==> config.mk <==
export PLATFORM = sky130hd
export DESIGN_NAME = fsrt_isqrt
export DESIGN_NICKNAME = d
export VERILOG_FILES = /design/src/rtl/core/fsrt_pkg.sv /design/src/rtl/core/fsrt_isqrt.sv
export SDC_FILE = /design/constraint.sdc
export NUM_CORES = 2
export LEC_CHECK = 0
export BUFFER_PORTS_ARGS = -buffer_cell sky130_fd_sc_hd__buf_2
export CORE_MARGIN = 2
export CORE_UTILIZATION = 40
export CTS_BUF_LIST = sky130_fd_sc_hd__clkbuf_8
export CTS_CLUSTER_SIZE = 14
export DETAILED_ROUTE_END_ITERATION = 10
export PLACE_DENSITY_LB_ADDON = 0.08
export RECOVER_POWER = 100
export SYNTH_ARGS = -nofsm -noshare
export SYNTH_HDL_FRONTEND = slang
export SYNTH_MEMORY_MAX_BITS = 65536
export SYNTH_SLANG_ARGS = --single-unit
==> constraint.sdc <==
create_clock -name clk_i -period 3.1 [get_ports clk_i]
set_clock_uncertainty 0.1 [all_clocks]
set_input_delay 0.775 -clock clk_i [delete_from_list [all_inputs] [get_ports clk_i]]
set_output_delay 0.775 -clock clk_i [all_outputs]
set_load 0.02 [all_outputs]
==> src/rtl/core/fsrt_pkg.sv <==
// Shared types, constants and helper functions of the foveated shading-rate tile block.
package fsrt_pkg;

  // Tile coordinate width.
  localparam int unsigned COORD_BITS = 12;

  // Datapath widths.
  localparam int unsigned MAG_W  = 32;  // distance magnitude from the subrect centre
  localparam int unsigned AXIS_W = 30;  // ellipse semi-axis, Q.16
  localparam int unsigned NORM_W = 31;  // normalised component, Q.16
  localparam int unsigned RAD_W  = 63;  // sum of squares
  localparam int unsigned ROOT_W = 32;  // distance, Q.16
  localparam int unsigned CMP_W  = 17;  // coordinate compare width

  // Pipeline step counts of the iterative units.
  localparam int unsigned DIV_STEPS  = 31;
  localparam int unsigned SQRT_STEPS = 32;
  localparam int unsigned RING_STEPS = 19;

  // Side-band line runs from the direction compare to the final mapping.
  localparam int unsigned SIDE_DEPTH = DIV_STEPS + SQRT_STEPS + RING_STEPS + 4;
  localparam int unsigned SIDE_LAST  = SIDE_DEPTH - 1;

  // Fixed-point constants.
  localparam logic [16:0]       SQRT2_Q16  = 17'd92681;
  localparam logic [AXIS_W-1:0] HALF_Q16   = AXIS_W'(32768);
  localparam logic [ROOT_W-1:0] ONE_Q16    = ROOT_W'(65536);
  localparam logic [15:0]       DITHER_Q16 = 16'd9830;
  localparam logic [NORM_W-1:0] NORM_CAP   = {NORM_W{1'b1}};
  localparam logic [15:0]       RING_STEP_MIN   = 16'd3;
  localparam logic [15:0]       RING_STEP_RESET = 16'd256;

  // Rate presets; the remaining code behaves as the default preset.
  localparam logic [1:0] PRESET_FASTER  = 2'd1;
  localparam logic [1:0] PRESET_EXTREME = 2'd2;

  // Configuration register indexes.
  typedef enum logic [2:0] {
    CFG_RATE_PRESET   = 3'd0,
    CFG_DIRECTIONAL   = 3'd1,
    CFG_DITHER        = 3'd2,
    CFG_RING_STEP     = 3'd3,
    CFG_RENDER_WIDTH  = 3'd4,
    CFG_RENDER_HEIGHT = 3'd5,
    CFG_LEFT_SUBRECT  = 3'd6,
    CFG_RIGHT_SUBRECT = 3'd7
  } cfg_idx_e;

  // Output shading levels.
  typedef enum logic [2:0] {
    RL_1X1  = 3'd0,
    RL_2X1  = 3'd1,
    RL_1X2  = 3'd2,
    RL_2X2  = 3'd3,
    RL_4X2  = 3'd4,
    RL_2X4  = 3'd5,
    RL_4X4  = 3'd6,
    RL_CULL = 3'd7
  } rate_level_e;

  // Ring rates before the directional choice.
  typedef enum logic [2:0] {
    RR_FULL    = 3'd0,
    RR_HALF    = 3'd1,
    RR_QUARTER = 3'd2,
    RR_EIGHTH  = 3'd3,
    RR_4X4     = 3'd4,
    RR_CULL    = 3'd5
  } ring_rate_e;

  // Per-tile flags that travel beside the arithmetic.
  typedef struct packed {
    logic cull;
    logic horiz;
    logic par;
  } side_t;

  // Number of rings in the sequence of a preset.
  function automatic logic [2:0] seq_len(input logic [1:0] preset);
    logic [2:0] len;
    priority case (preset)
      PRESET_FASTER:  len = 3'd4;
      PRESET_EXTREME: len = 3'd3;
      default:        len = 3'd6;
    endcase
    return len;
  endfunction

  // Rate of a ring within the sequence of a preset.
  function automatic ring_rate_e seq_rate(input logic [1:0] preset, input logic [2:0] ring);
    ring_rate_e rate;
    rate = RR_CULL;
    priority case (preset)
      PRESET_FASTER: begin
        priority case (ring)
          3'd0:    rate = RR_FULL;
          3'd1:    rate = RR_QUARTER;
          3'd2:    rate = RR_4X4;
          default: rate = RR_CULL;
        endcase
      end
      PRESET_EXTREME: begin
        priority case (ring)
          3'd0:    rate = RR_FULL;
          3'd1:    rate = RR_4X4;
          default: rate = RR_CULL;
        endcase
      end
      default: begin
        priority case (ring)
          3'd0:    rate = RR_FULL;
          3'd1:    rate = RR_HALF;
          3'd2:    rate = RR_QUARTER;
          3'd3:    rate = RR_EIGHTH;
          3'd4:    rate = RR_4X4;
          default: rate = RR_CULL;
        endcase
      end
    endcase
    return rate;
  endfunction

endpackage

==> src/rtl/core/fsrt_isqrt.sv <==
// Pipelined digit-by-digit integer square root, one result bit per stage.
module fsrt_isqrt (
  input  logic                        clk_i,
  input  logic [fsrt_pkg::RAD_W-1:0]  rad_i,
  output logic [fsrt_pkg::ROOT_W-1:0] root_o
);

  localparam int unsigned REM_W = fsrt_pkg::ROOT_W + 2;

  logic [REM_W-1:0]            rem_q  [fsrt_pkg::SQRT_STEPS+1];
  logic [fsrt_pkg::ROOT_W-1:0] root_q [fsrt_pkg::SQRT_STEPS+1];
  logic [2*fsrt_pkg::ROOT_W-1:0] rad_q [fsrt_pkg::SQRT_STEPS+1];

  // Entry stage.
  always_ff @(posedge clk_i) begin
    rem_q[0]  <= '0;
    root_q[0] <= '0;
    rad_q[0]  <= {1'b0, rad_i};
  end

  // Each stage brings down two radicand bits and decides one root bit.
  for (genvar k = 0; k < fsrt_pkg::SQRT_STEPS; k++) begin : g_step
    logic [REM_W+1:0] cur;
    logic [REM_W+1:0] trial;
    logic             ge;
    logic [REM_W-1:0] rem_d;

    always_comb begin
      cur   = {rem_q[k], rad_q[k][2*fsrt_pkg::ROOT_W-1 -: 2]};
      trial = {2'b00, root_q[k], 2'b01};
      ge    = cur >= trial;
      rem_d = ge ? REM_W'(cur - trial) : REM_W'(cur);
    end

    always_ff @(posedge clk_i) begin
      rem_q[k+1]  <= rem_d;
      root_q[k+1] <= {root_q[k][fsrt_pkg::ROOT_W-2:0], ge};
      rad_q[k+1]  <= {rad_q[k][2*fsrt_pkg::ROOT_W-3:0], 2'b00};
    end
  end

  assign root_o = root_q[fsrt_pkg::SQRT_STEPS];

endmodule

==> impl_metrics.tcl <==
set metrics [dict create \
    status "complete, no violations" \
    cp.arrival_ns 3.88 \
    r2r_start "root_q[0][329]" \
    die_w_um 487 \
    clock_sinks 2581 \
    ys.flop_type "dfxtp_1" \
    cts_tree "built" \
    hold_path_end "rad_q[0][1011]" \
    die_h_um 487 \
    setup.worst_path.start "root_q[0][329]" \
    max_cap_viol_count 0 \
    worst_path_largest_cell_delay_ns 0.45 \
    min_from "rad_q[0][945]" \
    period_needed_ns 3.08 \
    dr.first_iter.drc_count 2930 \
    fin_cells 13590 \
    num_vias 65419 \
    tightest_slew_ns 0.717 \
    root_buffer "clkbuf_8" \
    hold_depth 0 \
    rows 177 \
    path_cells "inv_2 -> ha_4 -> or4_4 -> or3_4 -> or4_4 -> nor3_4 -> nand2_2 -> a31oi_4 -> buf_12 -> mux2_2" \
    tns_ns 0 \
    hold_viol_final 0 \
    syn_nets 9735 \
    p_sw_uw 24700 \
    hold_path_class "reg2reg" \
    wl_per_cell_um 15.6 \
    grt_pass1_wl_um 338000 \
    final_common_cell "dfxtp_1" \
    drc 0 \
    r2r-end "rem_q[0][378]" \
    critPathLaunchType "flop" \
    netlist_area_mm2 0.0934 \
    synthCells 9111 \
    pwr-share-comb_pct 17.3 \
    cp.required_ns 3.90 \
    worstSetupPathType "reg2reg" \
    routed_wl_um 212000 \
    clock_latency_ns 1.06 \
    via_per_inst 4.81 \
    grt_use_total_pct 17.4 \
    htreeDepth 5 \
    timing.fmax_mhz 325 \
    grt-ovfl-total 0 \
    power_leakage_uw 0.0540 \
    rsz0062_at_grt "true" \
    slew_headroom_pct 51.8 \
    io_buffers 95 \
    design_area_mm2 0.114 \
    cts_made_buffers 428 \
    clk_transition_reported_paths_ns 0.06 \
    synth_async_sr_flop_share_pct 0 \
    synth-edff-count 0 \
    grt_pass1_vias 66282 \
    placed_area_mm2 0.102 \
    synth_warnings 0 \
    dr.pass1.iters 5 \
    worst_slack_ns 0.0218 \
    clkPwrFrac_pct 34.1 \
    cp_common_cell "or4_4" \
    final_layout_size_suffix_gt1_share_pct 18.3 \
    place_ws_ns -0.558 \
    antenna_found_initial 4 \
    core_mm2 0.232 \
    setup_violations 0 \
    io_pins 96 \
    synth_cell_types 95 \
    dp.cells 12715 \
    fin_crit_sh_pct 99.3 \
    worstSetupEndpointType "flop" \
    cts_buffer_depth 4 \
    ir_drop_mv 0.436 \
    internal_power_uw 62600 \
    dp_hpwl_um 159000 \
    switching_share_pct 28.3 \
    yosysSeqAreaShare_pct 55.3 \
    die_area_mm2 0.237 \
    powerDensity_mw_per_mm2 765 \
    r2r_cells 10 \
    power_frac_seq_pct 48.6 \
    area_growth_syn_to_layout_pct 22.2 \
    routabilityCongestion 0.873 \
    grt_start_max_net_pins 48 \
    slew_violations 0 \
    syn_avg_cell_area_um2 10.2 \
    ys_ff_latch 2581 \
    reg2reg_slack_ns 0.02 \
    final_cell_mix "2,561 x dfxtp_1, 829 x inv_1, 660 x buf_4" \
    start_util_pct 40.2 \
    path_max_fanout 6 \
    postRouteAntennaNets 0 \
    crit_slowest_cell "or4_4" \
    fin_nets 10844 \
]
metrics by stage:
step,util (%),hold slack (ns),power (uW)
6_report,49.1,0.191,87300
5_1_grt,49.1,0.139,92400
4_1_cts,48.2,0.103,88000
3_5_place_dp,44.0,0.212,57400
3_3_place_gp,44.0,0.209,57300
2_1_floorplan,-,0.210,51600
routing by layer:
| metal | track usage [%] | part of all wire (%) | up-vias | wire (um) |
|---|---|---|---|---|
| met1 | 21.0 | 44 | 30538 | 92400 |
| met5 | 0 | 0 | - | 0 |
| met3 | 2.74 | 3.4 | 459 | 7230 |
| met2 | 31.1 | 50 | 1037 | 105000 |
| li1 | - | - | 33385 | - |
| met4 | 6.37 | 3.1 | 0 | 6610 |
worst max-delay path by stage:
stage	end	slack, ns
after global routing	rem_q[0][219]	-0.08
after detailed placement	rem_q[0][605]	-0.56
after global placement	rem_q[0][611]	-0.49
after CTS	rem_q[0][675]	0.002
final	rem_q[0][378]	0.02
after floorplan	rem_q[0][711]	0.02
worst max-delay path, delay by kind of cell (launching register included):
family / cells / cell delay (ns)
and+or+nand+nor: 5 / 1.59
muxes: 1 / 0.34
adders and majority gates: 1 / 0.15
buffers and inverters: 2 / 0.20
AOI/OAI and AO/OA: 1 / 0.23
DFF: 1 / 0.33
registers in the layout, indices dropped and copies added, names as in the netlist:
register,cells
rad_q,1055
rem_q,998
root_q,528
cells by family after synthesis:
family          Yosys count  synth area share (%)
simple gates           2313                  12.3
fa+ha+maj               560                  7.50
buf+inv                 897                  3.63
xor+xnor                846                  7.93
other cells               1               0.00402
mux                      94                  1.12
flops                  2581                  55.3
compound gates         1819                  12.2
power groups by stage:
stage	clock, uW	combinational, uW	sequential [uW]
floorplan	0	10200	41400
global placement	0	14200	43100
detailed placement	0	14300	43100
CTS	31000	14600	42400
global route	32500	16800	43000
finish	29800	15100	42400
cell type report:
cell class | count | area (um^2)
fill | 21755 | 118000
inverter | 718 | 2710
antenna | 8 | 20.0
sequential | 2581 | 51700
clock buffer | 530 | 7290
clock inverter | 219 | 1480
multi-input combinational | 5633 | 40300
timing repair buffer | 858 | 6800
tap | 3043 | 3810
Yosys cell counts (all sizes together), types with 12 or more instances:
cell type,number,area (um^2)
dfxtp,2581,51700
inv,718,2700
nor2,611,2300
a21oi,607,3040
ha,560,7010
nand2,548,2060
xnor2,467,4090
o21ai,410,2050
xor2,379,3320
a21o,249,1870
nor3,216,1120
nand3,156,786
clkbuf,153,576
nand2b,124,776
nor4,122,788
o21a,103,773
nand4,96,607
or3,92,586
mux2,84,946
nor2b,68,425
o21bai,53,398
a211oi,51,388
a31oi,51,334
o31ai,51,383
or2,51,319
or4,47,383
and3,46,288
nand3b,46,345
and2,28,175
o211ai,27,203
buf,26,124
a211o,24,210
a2111oi,21,198
a21boi,18,135
o31a,18,158
nor4b,15,138
nor3b,14,105
a31o,13,114
o22ai,13,81.3
o2111ai,12,105
o41ai,12,105
what timing repair did:
item,4_1_cts,5_1_grt
setup endpoints to repair,208,575
gates cloned,0,6
resized for setup,84,376
hold buffers,63,0
setup buffers,6,43
hold endpoints to repair,63,0
pin swaps,17,92
No activity file was read; power rests on OpenSTA's default activity.
