===== src/rtl/core/fsrt_pkg.sv =====
// Shared types, constants and helper functions of the foveated shading-rate tile block.
package fsrt_pkg;

  // Tile coordinate width.
  localparam int unsigned COORD_BITS = 12;

  // Datapath widths.
  localparam int unsigned MAG_W  = 32;  // distance magnitude from the subrect centre
  localparam int unsigned AXIS_W = 30;  // ellipse semi-axis, Q.16
  localparam int unsigned NORM_W = 31;  // normalised component, Q.16
  localparam int unsigned RAD_W  = 63;  // sum of squares
  localparam int unsigned ROOT_W = 32;  // distance, Q.16
  localparam int unsigned CMP_W  = 17;  // coordinate compare width

  // Pipeline step counts of the iterative units.
  localparam int unsigned DIV_STEPS  = 31;
  localparam int unsigned SQRT_STEPS = 32;
  localparam int unsigned RING_STEPS = 19;

  // Side-band line runs from the direction compare to the final mapping.
  localparam int unsigned SIDE_DEPTH = DIV_STEPS + SQRT_STEPS + RING_STEPS + 4;
  localparam int unsigned SIDE_LAST  = SIDE_DEPTH - 1;

  // Fixed-point constants.
  localparam logic [16:0]       SQRT2_Q16  = 17'd92681;
  localparam logic [AXIS_W-1:0] HALF_Q16   = AXIS_W'(32768);
  localparam logic [ROOT_W-1:0] ONE_Q16    = ROOT_W'(65536);
  localparam logic [15:0]       DITHER_Q16 = 16'd9830;
  localparam logic [NORM_W-1:0] NORM_CAP   = {NORM_W{1'b1}};
  localparam logic [15:0]       RING_STEP_MIN   = 16'd3;
  localparam logic [15:0]       RING_STEP_RESET = 16'd256;

  // Rate presets; the remaining code behaves as the default preset.
  localparam logic [1:0] PRESET_FASTER  = 2'd1;
  localparam logic [1:0] PRESET_EXTREME = 2'd2;

  // Configuration register indexes.
  typedef enum logic [2:0] {
    CFG_RATE_PRESET   = 3'd0,
    CFG_DIRECTIONAL   = 3'd1,
    CFG_DITHER        = 3'd2,
    CFG_RING_STEP     = 3'd3,
    CFG_RENDER_WIDTH  = 3'd4,
    CFG_RENDER_HEIGHT = 3'd5,
    CFG_LEFT_SUBRECT  = 3'd6,
    CFG_RIGHT_SUBRECT = 3'd7
  } cfg_idx_e;

  // Output shading levels.
  typedef enum logic [2:0] {
    RL_1X1  = 3'd0,
    RL_2X1  = 3'd1,
    RL_1X2  = 3'd2,
    RL_2X2  = 3'd3,
    RL_4X2  = 3'd4,
    RL_2X4  = 3'd5,
    RL_4X4  = 3'd6,
    RL_CULL = 3'd7
  } rate_level_e;

  // Ring rates before the directional choice.
  typedef enum logic [2:0] {
    RR_FULL    = 3'd0,
    RR_HALF    = 3'd1,
    RR_QUARTER = 3'd2,
    RR_EIGHTH  = 3'd3,
    RR_4X4     = 3'd4,
    RR_CULL    = 3'd5
  } ring_rate_e;

  // Per-tile flags that travel beside the arithmetic.
  typedef struct packed {
    logic cull;
    logic horiz;
    logic par;
  } side_t;

  // Number of rings in the sequence of a preset.
  function automatic logic [2:0] seq_len(input logic [1:0] preset);
    logic [2:0] len;
    priority case (preset)
      PRESET_FASTER:  len = 3'd4;
      PRESET_EXTREME: len = 3'd3;
      default:        len = 3'd6;
    endcase
    return len;
  endfunction

  // Rate of a ring within the sequence of a preset.
  function automatic ring_rate_e seq_rate(input logic [1:0] preset, input logic [2:0] ring);
    ring_rate_e rate;
    rate = RR_CULL;
    priority case (preset)
      PRESET_FASTER: begin
        priority case (ring)
          3'd0:    rate = RR_FULL;
          3'd1:    rate = RR_QUARTER;
          3'd2:    rate = RR_4X4;
          default: rate = RR_CULL;
        endcase
      end
      PRESET_EXTREME: begin
        priority case (ring)
          3'd0:    rate = RR_FULL;
          3'd1:    rate = RR_4X4;
          default: rate = RR_CULL;
        endcase
      end
      default: begin
        priority case (ring)
          3'd0:    rate = RR_FULL;
          3'd1:    rate = RR_HALF;
          3'd2:    rate = RR_QUARTER;
          3'd3:    rate = RR_EIGHTH;
          3'd4:    rate = RR_4X4;
          default: rate = RR_CULL;
        endcase
      end
    endcase
    return rate;
  endfunction

endpackage


===== src/rtl/core/fsrt_norm_div.sv =====
// Pipelined restoring divider that normalises a distance by an ellipse semi-axis.
module fsrt_norm_div (
  input  logic                             clk_i,
  input  logic [fsrt_pkg::MAG_W-1:0]       mag_i,
  input  logic [fsrt_pkg::AXIS_W-1:0]      axis_i,
  output logic [fsrt_pkg::NORM_W-1:0]      quot_o
);

  // Partial remainder, dividend bits shifting out while quotient bits shift in.
  logic [fsrt_pkg::AXIS_W-1:0] rem_q [fsrt_pkg::DIV_STEPS+1];
  logic [fsrt_pkg::NORM_W-1:0] dq_q  [fsrt_pkg::DIV_STEPS+1];
  logic [fsrt_pkg::AXIS_W-1:0] div_q [fsrt_pkg::DIV_STEPS+1];
  logic                        sat_q [fsrt_pkg::DIV_STEPS+1];

  // Entry stage: the quotient saturates when it would reach bit 31.
  always_ff @(posedge clk_i) begin
    sat_q[0] <= fsrt_pkg::AXIS_W'(mag_i[fsrt_pkg::MAG_W-1:15]) >= axis_i;
    rem_q[0] <= fsrt_pkg::AXIS_W'(mag_i[fsrt_pkg::MAG_W-1:15]);
    dq_q[0]  <= {mag_i[14:0], 16'd0};
    div_q[0] <= axis_i;
  end

  // One quotient bit per stage.
  for (genvar k = 0; k < fsrt_pkg::DIV_STEPS; k++) begin : g_step
    logic [fsrt_pkg::AXIS_W:0]   trial;
    logic                        ge;
    logic [fsrt_pkg::AXIS_W-1:0] rem_d;

    always_comb begin
      trial = {rem_q[k], dq_q[k][fsrt_pkg::NORM_W-1]};
      ge    = trial >= {1'b0, div_q[k]};
      rem_d = ge ? fsrt_pkg::AXIS_W'(trial - {1'b0, div_q[k]})
                 : trial[fsrt_pkg::AXIS_W-1:0];
    end

    always_ff @(posedge clk_i) begin
      rem_q[k+1] <= rem_d;
      dq_q[k+1]  <= {dq_q[k][fsrt_pkg::NORM_W-2:0], ge};
      div_q[k+1] <= div_q[k];
      sat_q[k+1] <= sat_q[k];
    end
  end

  assign quot_o = sat_q[fsrt_pkg::DIV_STEPS] ? fsrt_pkg::NORM_CAP
                                             : dq_q[fsrt_pkg::DIV_STEPS];

endmodule


===== config.mk =====
export PLATFORM = sky130hd
export DESIGN_NAME = fsrt_norm_div
export DESIGN_NICKNAME = d
export VERILOG_FILES = /design/src/rtl/core/fsrt_pkg.sv /design/src/rtl/core/fsrt_norm_div.sv
export SDC_FILE = /design/constraint.sdc
export NUM_CORES = 2
export LEC_CHECK = 0
export BUFFER_PORTS_ARGS = -buffer_cell sky130_fd_sc_hd__clkbuf_2
export CAP_MARGIN = 10
export CORE_MARGIN = 2
export CORE_UTILIZATION = 37
export CTS_CLUSTER_SIZE = 16
export DETAILED_ROUTE_END_ITERATION = 6
export PLACE_DENSITY = 0.6
export SLEW_MARGIN = 20
export SYNTH_ARGS = -nofsm -noshare
export SYNTH_HDL_FRONTEND = slang
export SYNTH_SLANG_ARGS = --single-unit

===== constraint.sdc =====
create_clock -name clk_i -period 5.2 [get_ports clk_i]
set_input_delay 1.04 -clock clk_i [delete_from_list [all_inputs] [get_ports clk_i]]
set_output_delay 1.04 -clock clk_i [all_outputs]
set_load 0.02 [all_outputs]

==> flow_summary.toml <==
[power]
clockPowerShare_pct = 25.4
sw_frac_of_total_pct = 35.7
p_int_mw = 50.9
p_sw_mw = 28.3
p_leak_nw = 56.5
powerDensity_nw_per_um2 = 651
seqPwrFrac_pct = 33.9
p_comb_share_pct = 40.7
peakVddDrop_uv = 314
finalPower_mw = 79.2

[layout]
drive_gt1_share_pct = 9.33
stdcell_area_um2 = 122000
nets = 12300
stdcell_count = 15300
final_util_pct = 42.2
fillerInstances = 27800
syn_to_final_growth_pct = 13.2

[yosys]
async_flop_share_pct = 0
synth_area_um2 = 107000
synth_flop_cell = "dfxtp_1"
yosysWarnings = 0
synth-seq-cells = 2495
synth_top_area_cell = "dfxtp_1"
synth_commonest_cells = "2495 x dfxtp_1, 1141 x inv_1, 934 x ha_1"
synth.most_common_cell = "dfxtp_1"
synth_cell_type_count = 98
synth_edf_count = 0
syn-num-nets = 12100
ys_top_cells_by_area = "dfxtp_1 46%, ha_1 11%, a21oi_1 4.2%"
seq_area_frac_synth_pct = 46.5
synth_cells = 11100
syn_area_per_cell_um2 = 9.70
synth_top_area_share_pct = 46.5

[worst_setup_path]
r2r-end = "rem_q[2][26]"
cp-endpoint = "rem_q[2][26]"
reg2regPathDepth = 13
critPathArrivalTime_ns = 4.80
required_ns = 5.90
startpoint = "div_q[15][0]"
end_kind = "flop"
reg2reg_slack_ns = 1.10
worst_path_most_repeated_cell = "nor2_1"
cpPeakStageDelay_ns = 0.70
critPathMaxFanout = 5
crit_type = "reg -> reg"
r2r_start = "div_q[15][0]"
slowest_stage = "a2111oi_0"
crit_chain = "inv_1 -> fa_1 -> a211oi_1 -> nor2_1 -> o41ai_1 -> o21ai_0 -> a2111oi_0 -> nor2_1 -> o21a_1 -> a21o_1 -> a31oi_1 -> xor2_1 -> a21oi_1"
startpoint_type = "flop"

[global_route]
grt_pass1_vias = 71700
grt_usage_pct = 16.0
grt_max_degree = 59
grt_pass1_wl_um = 382000
antenna_found_initial = 5
grt_overflow_total = 0

[floorplan]
start_util_pct = 37.3
die-area_um2 = 295000
design.core.area_um2 = 288000
die_y_um = 543
die_x_um = 543
core.rowCount = 197
ioPinCount = 94

[sta]
slew_violations = 0
worst_slew_pin_slew_ns = 1.14
max_freq_ghz = 0.244
fin_worst_skew_ns = 0.0736
setup_viol = 0
worst_slack_ns = 1.10
grt_setup_unrepaired = "no"
hold_violations = 0
period_needed_ns = 4.10
fin_tns_setup_ns = 0
final.period_utilization_pct = 78.9
holdWs_ns = 0.286
worst_slew_margin_rel_pct = 23.2

[placed_design]
pre_cts_ws_ns = 1.13
place_area_um2 = 112000
port_buffers = 93
gp_congestion = 0.887
post-place-cells = 14800
hpwl_um = 186000

[route]
drt_iter0_markers = 4493
routed_via_density = 4.92
wl_um = 242000
drcViolationCount = 0
num_vias = 75100
ant_nets = 0
wl_per_cell_um = 15.8
drtPass1Iterations = 6

[clock_network]
clock_sinks = 2495
htree_levels = 5
cts_buffers = 278
cts_tree = "built"
hold_buffers = 0
clock_latency_ns = 0.86
cts_setup_buffers = 0
ctsRootBufferMaster = "clkbuf_16"
cts_max_path_buffers = 4
cts_resized = 0
clk_pin_slew_ns = 0.06

[hold_path]
min_path_cells = 1
min_path_type = "in -> reg"

[job]
maxCapViolCount = 0

[status]
status = "finished clean"
-- flip-flops by register name, indices dropped and copies added, names as in the netlist --
name / cells
div_q: 930
rem_q: 917
dq_q: 616
sat_q: 32
-- metal layers --
layer / track usage (%) / up-vias / share of wire (%)
met5: 0 / - / 0
met4: 5.18 / 0 / 3.0
met3: 2.14 / 418 / 4.0
met2: 28.2 / 1394 / 48
met1: 19.9 / 34500 / 45
li1: - / 38700 / -
-- placed cells by master, fill, tap and decap left out, drive strengths merged, types with 26 or more instances in the layout --
| cell type | count |
|---|---|
| nand3 | 151 |
| bufinv | 32 |
| o21ai | 687 |
| a21oi | 910 |
| nand2 | 640 |
| o211ai | 28 |
| buf | 42 |
| a211oi | 77 |
| o21a | 131 |
| fa | 30 |
| nand2b | 119 |
| nor4 | 40 |
| o31a | 26 |
| or2 | 54 |
| mux2 | 379 |
| nor2 | 607 |
| a211o | 27 |
| and2 | 33 |
| o31ai | 58 |
| and3 | 80 |
| ha | 934 |
| a21o | 505 |
| nand4 | 139 |
| o21bai | 97 |
| xor2 | 308 |
| clkbuf | 457 |
| a31oi | 85 |
| inv | 1158 |
| or3 | 29 |
| dfxtp | 2495 |
| clkinv | 53 |
| nor3 | 116 |
| a21boi | 32 |
| nor2b | 119 |
| xnor2 | 426 |
-- critical path, delay by kind of cell (launching register included) --
kind | cells | cell delay, ns
adders and majority gates | 1 | 0.45
DFF | 1 | 0.37
buffers and inverters | 1 | 0.09
AOI/OAI and AO/OA | 8 | 2.61
and+or+nand+nor | 2 | 0.31
xor gates and xnor gates | 1 | 0.17
-- logic make-up (layout without fill, tap and decap cells) --
kind of cell / after synthesis / count (layout) / synth area share [%]
buf+inv: 1374 / 1759 / 4.93
mux: 402 / 402 / 4.39
fa+ha+maj: 964 / 964 / 11.4
other cells: 0 / 10 / 0
flops: 2495 / 2495 / 46.5
compound gates: 2905 / 2905 / 17.0
simple gates: 2206 / 2206 / 9.80
xor+xnor: 734 / 734 / 5.98
-- final cells by class --
class	count	area (um2)	area share, %
repair buffers	135	818	0.673
clock buffers	364	7770	6.38
multi-input cells	7211	52400	43.0
flip-flops and latches	2495	49900	41.1
diodes	10	25.0	0.0206
clock inverters	119	1720	1.41
well taps	3781	4730	3.89
inverters	1141	4280	3.52
-- power groups by stage --
stage	Sequential, mW	Clock (mW)	Combinational [mW]
2_1_floorplan	25.7	0	25.8
6_report	26.8	20.1	32.2
5_1_grt	27.2	21.5	36.0
3_3_place_gp	27.3	0	31.8
3_5_place_dp	27.3	0	31.9
4_1_cts	26.9	20.7	32.1
-- how the worst min path moves through the flow --
stage                         to          from  slack, ns
floorplan           dq_q[0][112]   dq_q[0][80]       0.31
global placement    dq_q[1][463]  dq_q[1][431]       0.31
detailed placement  dq_q[0][285]  dq_q[0][253]       0.31
CTS                  dq_q[0][28]     mag_i[12]       0.21
global route         dq_q[0][30]     mag_i[14]       0.24
finish               dq_q[0][28]     mag_i[12]       0.29
(Power assumes the default switching activity.)
